## src/its_pkg.sv

```systemverilog
// Shared constants, codes and controller/datapath handshake types
// for the interval table search block. No dependencies.
package its_pkg;

    localparam int TABLE_DEPTH = 256;
    localparam int IDX_W       = $clog2(TABLE_DEPTH);  // table address bits
    localparam int PTR_W       = IDX_W + 1;            // search bounds reach TABLE_DEPTH
    localparam int CNT_W       = 9;                    // entry_count register width
    localparam int TIME_W      = 64;
    localparam int SEG_W       = 8;                    // segment_index port width

    // operation field codes
    localparam logic OP_WRITE  = 1'b0;
    localparam logic OP_LOOKUP = 1'b1;

    // controller -> datapath commands
    typedef struct packed {
        logic load_query;   // latch timestamp, lo = 0, hi = clamped count
        logic mem_write;    // store one entry from the input beat
        logic rd_search;    // read table at midpoint
        logic rd_walk;      // read table at lo - 1
        logic search_step;  // narrow bounds from registered start compare
        logic walk_step;    // lo = lo - 1
        logic set_hit;      // result = found at lo - 1
        logic set_miss;     // result = not found
        logic out_load;     // move result into output register
    } its_cmd_t;

    // datapath -> controller status
    typedef struct packed {
        logic lo_lt_hi;
        logic lo_zero;
        logic hit;          // registered entry contains timestamp
    } its_sts_t;

endpackage

```

## src/its_ctrl.sv

```systemverilog
// Sequencer for the interval table search: accepts beats, steps the
// binary search and backward walk, owns the output valid. Uses its_pkg.
module its_ctrl import its_pkg::*; (
    input  logic     aclk,
    input  logic     aresetn,
    input  logic     s_valid,
    output logic     s_ready,
    input  logic     s_operation,
    output logic     m_valid,
    input  logic     m_ready,
    input  its_sts_t sts,
    output its_cmd_t cmd
);

    typedef enum logic [5:0] {
        ST_IDLE     = 6'b000001,
        ST_SRCH_RD  = 6'b000010,
        ST_SRCH_CMP = 6'b000100,
        ST_WALK_RD  = 6'b001000,
        ST_WALK_CMP = 6'b010000,
        ST_DONE     = 6'b100000
    } its_state_t;

    its_state_t state_reg, state_next;
    logic       m_valid_reg, m_valid_next;

    always_comb begin
        state_next = state_reg;
        cmd        = '0;
        s_ready    = 1'b0;
        case (state_reg)
            ST_IDLE: begin
                s_ready = 1'b1;
                if (s_valid) begin
                    if (s_operation == OP_WRITE) begin
                        cmd.mem_write = 1'b1;
                    end else begin
                        cmd.load_query = 1'b1;
                        state_next     = ST_SRCH_RD;
                    end
                end
            end
            ST_SRCH_RD: begin
                if (sts.lo_lt_hi) begin
                    cmd.rd_search = 1'b1;
                    state_next    = ST_SRCH_CMP;
                end else begin
                    state_next = ST_WALK_RD;
                end
            end
            ST_SRCH_CMP: begin
                cmd.search_step = 1'b1;
                state_next      = ST_SRCH_RD;
            end
            ST_WALK_RD: begin
                if (sts.lo_zero) begin
                    cmd.set_miss = 1'b1;
                    state_next   = ST_DONE;
                end else begin
                    cmd.rd_walk = 1'b1;
                    state_next  = ST_WALK_CMP;
                end
            end
            ST_WALK_CMP: begin
                if (sts.hit) begin
                    cmd.set_hit = 1'b1;
                    state_next  = ST_DONE;
                end else begin
                    cmd.walk_step = 1'b1;
                    state_next    = ST_WALK_RD;
                end
            end
            ST_DONE: begin
                // wait for the output register to free up
                if (!m_valid_reg || m_ready) begin
                    cmd.out_load = 1'b1;
                    state_next   = ST_IDLE;
                end
            end
            default: begin
                state_next = ST_IDLE;
            end
        endcase
    end

    always_comb begin
        if (cmd.out_load) begin
            m_valid_next = 1'b1;
        end else if (m_ready) begin
            m_valid_next = 1'b0;
        end else begin
            m_valid_next = m_valid_reg;
        end
    end

    always_ff @(posedge aclk) begin
        if (!aresetn) begin
            state_reg   <= ST_IDLE;
            m_valid_reg <= 1'b0;
        end else begin
            state_reg   <= state_next;
            m_valid_reg <= m_valid_next;
        end
    end

    assign m_valid = m_valid_reg;

endmodule

```

## config.mk

```make
export PLATFORM = sky130hd
export DESIGN_NAME = its_ctrl
export DESIGN_NICKNAME = d
export VERILOG_FILES = /design/src/its_pkg.sv /design/src/its_ctrl.sv
export SDC_FILE = /design/constraint.sdc
export NUM_CORES = 1
export LEC_CHECK = 0
export BUFFER_PORTS_ARGS = -buffer_cell sky130_fd_sc_hd__buf_2
export CORE_AREA = 3 3 40 42
export DETAILED_ROUTE_END_ITERATION = 8
export DIE_AREA = 0 0 43 45
export HOLD_SLACK_MARGIN = 0.12
export PLACE_DENSITY_LB_ADDON = 0.2
export SYNTH_ARGS = -nofsm -noshare
export SYNTH_HDL_FRONTEND = slang
export SYNTH_SLANG_ARGS = --single-unit
```

## constraint.sdc

```tcl
create_clock -name aclk -period 1.8 [get_ports aclk]
set_input_delay 0 -clock aclk [delete_from_list [all_inputs] [get_ports aclk]]
set_output_delay 0 -clock aclk [all_outputs]
set_load 0.02 [all_outputs]
```

Yosys cells after proc, flatten, opt, wreduce, memory -nomap -nowiden
Index checks and enable logic that the tools add are counted.
- mux-type cells: 26
- eq/ne operators: 9
- reductions and logical operators: 4
- operators by type and width (kind ; number):
    $pmux 6 s6 ; 1
    $mux 6 ; 5
    $mux 1 ; 16
    $eq 6x1->1 const B ; 1
    $eq 6x2->1 const B ; 1
    $eq 6x3->1 const B ; 1
    $eq 6x4->1 const B ; 1
    $eq 6x5->1 const B ; 1
    $eq 6x6->1 const B ; 1
    $mux 2 ; 3
    $ne 2x2->1 const B ; 3
    $mux 4 ; 1
    $reduce_and 3->1 ; 1
    $reduce_bool 2->1 ; 1
    $logic_not 1->1 ; 1
    $logic_or 1x1->1 ; 1
- logic and storage cells: 41
- input port bits: 8
- register bits after elaboration: 7
- output and inout bits: 11

Longest topological paths before layout
Gate-level depths: netlist (run 1).
- depth after elaboration: 5
- depth in mapped cells: 5
- depth with buffers taken out: 3

Worst setup path after synthesis (run 1)
No wires, ideal clock.
- path kind: register to output
- start: register state_reg[2]
- end: output port cmd[7] (netlist name)
- required time: 1.800 ns
- setup slack: 0.455 ns
- arrival time: 1.345 ns
- cell stages (with the launch flop): 4
- path through: dfxtp_1 -> nor4_4 -> and3_1 -> and3b_1
- RTL lines (element ; RTL line ; RTL):
    start, declared ; its_ctrl.sv:24 ; its_state_t state_reg, state_next;
    start signal, assigned ; its_ctrl.sv:101 ; state_reg <= state_next;
    end, declared ; its_ctrl.sv:12 ; output its_cmd_t cmd

==> results.yml, run 1 <==
run_status:
  status: "completed"
logic_synthesis:
  synth_ff_type: "dfxtp_1"
  synth_area_leader_cell: "dfxtp_1"
  synth.most_common_cell: "dfxtp_1"
  synthCells: 53
  async_flop_share_pct: 0
  synth_common_cells: "dfxtp_1 (7), nor2b_1 (6), and3_1 (4)"
  yosysSeqAreaShare_pct: 27.5
  synth_nets: 61
  syn_area_um2: 509
  synth.distinct_cells: 27
  ys_ff_latch: 7
  syn_area_per_cell_um2: 9.61
  synth_top_area_share_pct: 27.5
  ys_warn_count: 0
  synth-edff-count: 0
  synth.area.top_cells: "dfxtp_1 (28%), nor4_4 (13%), nor2b_1 (7.4%), and3_1 (4.9%), nor3b_2 (4.9%)"
timing:
  slew_headroom_pct: 72.6
  worstMarginPinSlew_ns: 0.405
  final_max_slew_viol_count: 0
  clock_skew_ns: 0.00191
  setup_ws_ns: 0.261
  rsz0062_at_grt: "false"
  fmax_mhz: 650
  setup_viol: 0
  setup-tns-final_ns: 0
  hold_ws_ns: 0.172
  finalCritPeriodShare_pct: 85.5
  fin_crit_ns: 1.54
  hold_violations: 0
pwr:
  total_leakage_power_nw: 0.337
  vdd_drop_max_mv: 0.420
  power_uw: 488
  power_density_nw_per_um2: 733
detailed_routing:
  drtIter0Drc: 5
  wire_per_inst_um: 11.8
  dr.pass1.iters: 2
  drt.antenna.violating_nets: 0
  routed_via_density: 5.11
  via_count: 470
  drc: 0
  wirelength_um: 1090
global_route:
  overflow: 0
  grt.total_usage_pct: 13.2
  grt_pass1_wl_um: 1860
  grt_pass1_vias: 433
  grt_max_degree: 10
  antenna_found_initial: 0
clocking:
  cts_buffer_depth: 2
  clkTransAtPathRegs_ns: 0.05
  clock_latency_ns: 0.25
  htreeDepth: 1
  root_buffer: "clkbuf_4"
  cts.repair.resized: 0
  cts_tree: "built"
  cts.sinks: 7
  cts_buffers: 3
hold_path:
  hp-class: "in2reg"
cells_and_area:
  nets: 86
  utilization_pct: 51.8
  drive_gt1_share_pct: 39.0
  area_growth_syn_to_layout_pct: 30.7
  largest_reg_flops: 6
  diodes: 0
worst_setup_path:
  worstPathRequired_ns: 1.80
  endpoint_kind: "output port"
  crit_arrival_ns: 1.54
  critical_path_class: "reg2out"
  startpoint_type: "flop"
  cp_max_fo: 7
die:
  io_pins: 19
  rows: 13
  die_h_um: 45
  dieArea_um2: 1940
  dieWidth_um: 43
  start_util_pct: 39.6
  core_area_um2: 1280
placement:
  place_congestion: 0.717
  dpl.hpwl_um: 875
  dpl_worst_slack_ns: 0.446
  portBuffers: 18
flow_run:
  cap_viol_max_count: 0
[routing by layer]
layer	vias up	wire (µm)	track usage [%]
li1	249	-	-
met1	207	506	16.7
met2	12	504	20.4
met3	2	51	1.20
met4	0	27	10.8
met5	-	0	0
[final cells by class]
class | instances | area (µm²)
clock buffers | 4 | 26.3
fillers | 138 | 619
inverters | 3 | 11.3
multi-input cells | 41 | 339
flip-flops and latches | 7 | 140
well taps | 15 | 18.8
repair buffers | 22 | 130
[timing repair]
item / CTS / global route
endpoints found under the hold margin: 3 / 0
hold buffers: 4 / 0
buffers inserted: 0 / 0
setup endpoints to repair: 0 / 0
[power breakdown]
group          internal, mW  leakage (nW)  switching [mW]  total (mW)
sequential            0.166        0.0568          0.0311       0.197
combinational        0.0757         0.265          0.0723       0.148
clock                0.0846        0.0150          0.0577       0.142
[cell usage in the layout (no fill, tap or decap), types with 2 or more instances in the layout]
cell type       n
and3_1          4
and3b_1         2
buf_2          18
clkbuf_4        3
dfxtp_1         7
dlygate4sd3_1   4
inv_1           3
nand2_1         2
nand3b_1        2
nor2_1          2
nor2b_1         6
nor3_1          3
nor3b_2         2
nor4_4          3
o21ai_0         2
[final timing paths]
| path | from | endpoint | slack [ns] | cells past startpoint |
|---|---|---|---|---|
| max reg2reg | state_reg[0] | state_reg[5] | 0.45 | 3 |
| max | state_reg[2] | cmd[7] | 0.26 | 4 |
| min reg2reg | m_valid | m_valid | 0.66 | 3 |
| min | sts[1] | state_reg[5] | 0.17 | 3 |
[cells by family after synthesis]
group | synth area share [%]
and+or+nand+nor | 50.6
DFF | 27.5
AOI/OAI and AO/OA | 14.3
buffers and inverters | 5.90
xor gates and xnor gates | 1.72
[critical path: stages, from the launching register on]
cell,delay (ns)
dfxtp_1,0.38
nor4_4,0.37
and3_1,0.23
and3b_1,0.16
buf_2,0.15
[per-stage QoR]
| step | instances | area (µm²) |
|---|---|---|
| finish | 92 | 666 |
| global route | 92 | 666 |
| CTS | 92 | 666 |
| detailed placement | 84 | 599 |
| global placement | 84 | 599 |
| floorplan | 53 | 509 |
No activity file was read; power rests on OpenSTA's default activity.
==> inputs of run 2 (changes only) <==
clock period = 1.6 ns   (was 1.8 ns; I/O delays follow)
==> run 2 against run 1 <==
- power is 14% higher
- count of clock-buffer cells in the layout stayed put
- core utilization is 1.7 points higher
- largest cell class unchanged
- highest routed layer unchanged
==> results.yml, run 2 (synthesized netlist as in run 1, its figures left out) <==
run_status:
  status: "completed"
detailed_routing:
  wirelength_um: 1150
  drt.antenna.violating_nets: 0
  via_count: 487
  drtIter0Drc: 1
  routed_via_density: 5.24
  dr.pass1.iters: 4
  wire_per_inst_um: 12.3
  drc: 0
worst_setup_path:
  cp_max_fo: 7
  cp.buffers_inverters: 1
  endpoint_kind: "output port"
  startpoint_type: "flop"
  worstPathRequired_ns: 1.60
  max_stage_delay_ns: 0.38
  r2r_slack_ns: 0.23
  crit_path_top_delay_cell: "dfxtp_4"
  r2r_cells: 3
  crit_arrival_ns: 1.53
  critical_path_class: "reg2out"
  rr_startpoint: "state_reg[0]"
  path_cells: "nor4_4, and3_4, and3_1, buf_2"
  critical-path-top-delay-family: "simple AND/OR/NAND/NOR gates"
  worstReg2RegEnd: "state_reg[5]"
cells_and_area:
  mostFrequentLayoutCell: "buf_2"
  drive_gt1_share_pct: 44.9
  diodes: 0
  layout_common_cells: "buf_2 (17), nor2b_1 (6), dlygate4sd3_1 (4), dfxtp_1 (4)"
  largest_reg_flops: 6
  area_growth_syn_to_layout_pct: 34.9
  nets: 87
hold_path:
  min-delay-start: "sts[1]"
  min_path_cells: 3
  hold_end: "state_reg[5]"
  hp-class: "in2reg"
die:
  die_h_um: 45
  io_pins: 19
  dieArea_um2: 1940
  core_area_um2: 1280
  start_util_pct: 39.6
  rows: 13
  dieWidth_um: 43
placement:
  place_congestion: 0.676
  portBuffers: 18
global_route:
  overflow: 0
  grt.total_usage_pct: 12.9
  grt_max_degree: 10
  grt_pass1_wl_um: 1810
  antenna_found_initial: 0
  grt_pass1_vias: 424
pwr:
  power_uw: 558
  power_density_nw_per_um2: 812
  total_leakage_power_nw: 0.345
  vdd_drop_max_mv: 0.592
clocking:
  root_buffer: "clkbuf_4"
  htreeDepth: 1
  cts_buffers: 3
  cts.sinks: 7
  clkTransAtPathRegs_ns: 0.05
  clock_latency_ns: 0.25
  cts_buffer_depth: 2
  cts_tree: "built"
timing:
  final_max_slew_viol_count: 0
  clock_skew_ns: 0.00121
  fin_crit_ns: 1.53
  worstMarginPinSlew_ns: 0.413
  hold_ws_ns: 0.165
  slew_headroom_pct: 72.0
  setup_viol: 0
  finalCritPeriodShare_pct: 95.6
  setup-tns-final_ns: 0
  hold_violations: 0
  fmax_mhz: 654
flow_run:
  cap_viol_max_count: 0
[run 2: changes by cell type in the layout (fill, tap and decap cells not counted), sizes merged]
cell	delta
buf	+1
[run 2: area by class of cell]
type | count | area [µm²]
Inverter | 3 | 11.3
Multi-Input combinational cell | 41 | 344
Sequential cell | 7 | 146
Tap cell | 15 | 18.8
Timing Repair Buffer | 23 | 140
Fill cell | 140 | 598
Clock buffer | 4 | 26.3
[run 2: tightest hold or removal path, stage by stage]
cell     delay [ns]
buf_2          0.08
and3_1         0.15
o311a_1        0.16
[run 2: through the flow]
stage	instances	instance area (µm²)	utilization [%]	setup WS, ns
floorplan	53	509	-	0.255
global placement	84	599	46.6	0.221
detailed placement	84	599	46.6	0.252
CTS	92	666	51.8	0.0341
global route	93	687	53.5	-0.0213
finish	93	687	53.5	0.0701
[run 2: worst max path at each step]
stage                       from            to  slack, ns  depth (start not counted)
CTS                 state_reg[2]        cmd[7]       0.03                          4
finish              state_reg[4]        cmd[8]       0.07                          4
global placement    state_reg[0]  state_reg[5]       0.22                          3
global route        state_reg[4]        cmd[7]      -0.02                          4
detailed placement  state_reg[0]  state_reg[5]       0.25                          3
floorplan           state_reg[2]        cmd[7]       0.25                          3
[run 2: what timing repair did]
item | CTS | global route
setup buffers | 0 | 1
hold endpoints to repair | 3 | 0
setup endpoints to repair | 0 | 2
resized for setup | 0 | 6
hold buffers | 4 | 0
[run 2: where the power goes]
part,switching (mW),internal [mW],total [mW]
Sequential,0.0355,0.185,0.221
Combinational,0.0836,0.0955,0.179
Clock,0.0627,0.0950,0.158
[run 2: metal layers]
| layer | vias to the layer above | routed length [µm] | global-route usage, % |
|---|---|---|---|
| li1 | 251 | - | - |
| met1 | 214 | 521 | 15.2 |
| met2 | 18 | 533 | 20.4 |
| met3 | 4 | 64 | 1.20 |
| met4 | 0 | 27 | 12.7 |
| met5 | - | 0 | 0 |
